File: src/sv/gtfq_pkg.sv
// Shared types and constants for the grouped team FIFO queue.
package gtfq_pkg;

    localparam int TEAMS_DEF    = 1024;
    localparam int CAPACITY_DEF = 4096;
    localparam int MEMBER_W     = 20;
    localparam int TEAM_ID_W    = 10;
    localparam int MOD_SHIFT    = 20;

    typedef enum logic [1:0] {
        OP_ENQ = 2'd0,
        OP_DEQ = 2'd1,
        OP_CLR = 2'd2
    } op_t;

    typedef enum logic [2:0] {
        ST_ENQ   = 3'd0,
        ST_DEQ   = 3'd1,
        ST_EMPTY = 3'd2,
        ST_FULL  = 3'd3,
        ST_CLEAR = 3'd4
    } status_t;

    typedef enum logic [2:0] {
        S_SWEEP,
        S_IDLE,
        S_ENQ_MAP,
        S_ENQ,
        S_DEQ_ORD,
        S_DEQ_TEAM,
        S_DEQ_SLOT
    } state_t;

    // requests from the sequencer to the free slot allocator
    typedef struct packed {
        logic pop;
        logic push;
        logic clear;
    } free_ctl_t;

endpackage

File: src/sv/gtfq_team_map.sv
// Reduces the incoming team id modulo TEAMS by reciprocal multiply, one product per cycle.
module gtfq_team_map
    import gtfq_pkg::*;
#(
    parameter int TEAMS = TEAMS_DEF,
    localparam int TW = $clog2(TEAMS)
)
(
    input  logic                 clk,
    input  logic                 load,
    input  logic [TEAM_ID_W-1:0] team_id,
    output logic [TW-1:0]        team
);

    localparam int MW = MOD_SHIFT;
    localparam int RW = TEAM_ID_W + 3;
    localparam logic [MW-1:0] RECIP = MW'((2 ** MOD_SHIFT + TEAMS - 1) / TEAMS);

    logic [TEAM_ID_W-1:0]    id_reg;
    logic [TEAM_ID_W-1:0]    quo_reg;
    logic [TEAM_ID_W+MW-1:0] prod;
    logic [RW-1:0]           qt;
    logic [RW-1:0]           rem;

    // quotient is exact for every 10-bit id: id * (RECIP * TEAMS - 2^20) < 2^20
    assign prod = {{MW{1'b0}}, team_id} * {{TEAM_ID_W{1'b0}}, RECIP};
    assign qt   = RW'(quo_reg * TEAMS);
    assign rem  = {3'b000, id_reg} - qt;
    assign team = rem[TW-1:0];

    always_ff @(posedge clk)
    begin
        if (load)
        begin
            id_reg  <= team_id;
            quo_reg <= prod[MOD_SHIFT +: TEAM_ID_W];
        end
    end

endmodule

File: config.mk
export PLATFORM = sky130hd
export DESIGN_NAME = gtfq_team_map
export DESIGN_NICKNAME = d
export VERILOG_FILES = /design/src/sv/gtfq_pkg.sv /design/src/sv/gtfq_team_map.sv
export SDC_FILE = /design/constraint.sdc
export NUM_CORES = 1
export LEC_CHECK = 0
export BUFFER_PORTS_ARGS = -buffer_cell sky130_fd_sc_hd__buf_2
export CELL_PAD_IN_SITES_DETAIL_PLACEMENT = 1
export CELL_PAD_IN_SITES_GLOBAL_PLACEMENT = 1
export CORE_AREA = 2 2 39 41
export CTS_CLUSTER_SIZE = 24
export DETAILED_ROUTE_END_ITERATION = 7
export DIE_AREA = 0 0 41 43
export PLACE_DENSITY_LB_ADDON = 0.12
export REMOVE_ABC_BUFFERS = 1
export SLEW_MARGIN = 20
export SYNTH_ARGS = -nofsm -noshare
export SYNTH_HDL_FRONTEND = slang
export SYNTH_SLANG_ARGS = --single-unit
File: constraint.sdc
create_clock -name clk -period 0.8 [get_ports clk]
set_clock_uncertainty 0.1 [all_clocks]
set_input_delay 0.08 -clock clk [delete_from_list [all_inputs] [get_ports clk]]
set_output_delay 0.08 -clock clk [all_outputs]
set_load 0.005 [all_outputs]
Yosys cells after proc, flatten, opt, wreduce, memory -nomap -nowiden --
Index checks and enable logic that the tools add are counted.
Word-level totals: flip-flop bits (word level) 10, input bits 12, output and inout port bits 10

Longest topological paths before layout --
word-level depth 0, gate-level depth with buffers 0, gate-level depth less buffers 0

Worst setup path after synthesis --
OpenSTA, ideal clock, no wires.
path type flip-flop to output port, start reg id_reg[0], end out team[0], arrival time 0.355 ns, required time 0.620 ns, setup slack 0.265 ns, cell stages (with the launch flop) 1, path buffers 0, cells stage by stage edfxtp_1
RTL lines:
- from (decl) | line gtfq_team_map.sv:19 | logic [TEAM_ID_W-1:0] id_reg;
- from (signal assigned) | line gtfq_team_map.sv:35 | id_reg <= team_id;
- to (decl) | line gtfq_team_map.sv:12 | output logic [TW-1:0] team
No word-level cell between the ends.

Worst setup path after layout --
start reg id_reg[0], end out team[0]
No word-level cell between the ends.

==> flow_summary.ini <==
[status]
violations = negative hold slack, negative setup slack
status = complete, but fails checks

[floorplanning]
start_util_pct = 21.70
rows = 14
ioPinCount = 22
coreArea_mm2 = 0.001384
die_h_um = 43
die_w_um = 41
dieArea_mm2 = 0.001763

[logic_synthesis]
seq_area_frac_synth_pct = 100.0
yosys.cell_types.count = 1
synth_seq_cells = 10
syn_avg_cell_area_um2 = 30.03
synth_area_um2 = 300.3
syn_inst = 10
yosysWarnings = 0

[setup_path]
cp_data_required_time_ns = 0.62
cpLargestDelayFamily = flip-flops
path_cells = buf_2
end_kind = primary output
crit_cells = 1
crit_buf_inv = 1
criticalPathCategory = flip-flop to primary output
crit_slowest_cell = edfxtp_1
cp_max_fo = 1
worst_setup_path_start_kind = flip-flop
crit_arrival_ns = 0.76
crit_path_max_incr_delay_ns = 0.37

[global_route]
antenna_found_initial = 0
grt_pass1_wl_um = 897
grt_usage_pct = 8.615
grt_pass1_vias = 211
grt_max_degree = 11
gr-total-overflow = 0

[cells_and_area]
fin_nets = 50
n_antenna_cell = 0
final_common_cell = buf_2
area_delta_synth_final_pct = 55.83
largest_reg_flops = 10
mostFrequentLayoutCells = buf_2 (21), edfxtp_1 (10), clkbuf_4 (3)
drive_above_1_share_pct = 66.67
nMultiInputCombCells = 0
fin_area_um2 = 467.9
multi_input_area_um2 = 0

[min_path]
min_path_type = input pin to flip-flop
hold_path_depth = 1

[timing]
hold_slack_ns = -0.09816
setup_ws_ns = -0.1412
worstMarginPinSlew_ns = 0.2175
hold_violations = 8
min_period_over_period_pct = 117.6
finalSetupViolCount = 12
rsz0062_at_grt = yes
relSlewSlack_pct = 85.50
max_freq_mhz = 1063
slew_violations = 0
fin_crit_ns = 0.9412

[detailed_routing]
finalWirelength_um = 613
wl_per_cell_um = 11.79
vias_per_cell = 3.808
vias = 198
ant_nets = 0
dr.pass1.iters = 2
drt_iter0_drc = 6
drc = 0

[clocking]
ctsLongestPathBuffers = 2
cts.htree.levels = 1
ctsRootBufferMaster = clkbuf_4
cts_sinks = 10
clk_pin_slew_ns = 0.06
cts_buffers = 3
cts_tree = done

[run]
maxCapViolCount = 0

[placement]
io_buffers = 21
place_area_um2 = 425.4
gp_congestion = 0.6067

[power]
ir_drop_mv = 0.5971
p_per_area_mw_per_mm2 = 2218
p_leak_uw = 0.0002026
-- layout make-up --
class / instances / area [µm²]
fillers: 156 / 915.9
well taps: 16 / 20.02
flip-flops and latches: 10 / 300.3
repair buffers: 23 / 125.1
clock buffers: 3 / 22.52
-- synthesized netlist by cell type --
master,number,share of area (%)
edfxtp_1,10,100
-- kinds of logic after synthesis --
logic type  after synthesis  share of synthesized area [%]
DFF                      10                          100.0
-- per-layer routing --
| metal | part of all wire [%] | track usage, % | wire length, µm | up-vias |
|---|---|---|---|---|
| li1 | - | - | - | 92 |
| met1 | 45 | 11.72 | 278 | 84 |
| met2 | 37 | 9.375 | 225 | 22 |
| met3 | 18 | 4.188 | 109 | 0 |
| met4 | 0 | 8.000 | 0 | 0 |
| met5 | 0 | 0 | 0 | - |
-- through the flow --
stage | setup slack (ns) | utilization [%] | instances | total power [µW] | setup TNS, ns
4_1_cts | -0.1614 | 32.37 | 50 | 1053 | -1.445
3_5_place_dp | 0.07890 | 30.74 | 47 | 726.3 | 0
2_1_floorplan | 0.2647 | - | 10 | 650.5 | 0
3_3_place_gp | 0.09608 | 30.74 | 47 | 723.5 | 0
6_report | -0.1412 | 33.82 | 52 | 1038 | -1.261
5_1_grt | -0.1801 | 33.82 | 52 | 1101 | -1.631
-- worst paths after layout --
check / startpoint / endpoint / slack, ns
setup / recovery: id_reg[0] / team[0] / -0.14
hold / removal: team_id[0] / id_reg[0] / -0.1
-- power by group --
part / switching [µW] / total (µW) / internal, µW
Clock: 147 / 319 / 172
Sequential: 9.83 / 633 / 623
Combinational: 36.6 / 86.4 / 49.9
Total: 193 / 1040 / 845
-- timing repair --
action                                  CTS  global route
endpoints found under the setup margin   10            10
buffers inserted                          0             0
resized for setup                         0             0
hold endpoints to repair                 10            10
(Power assumes the default switching activity.)
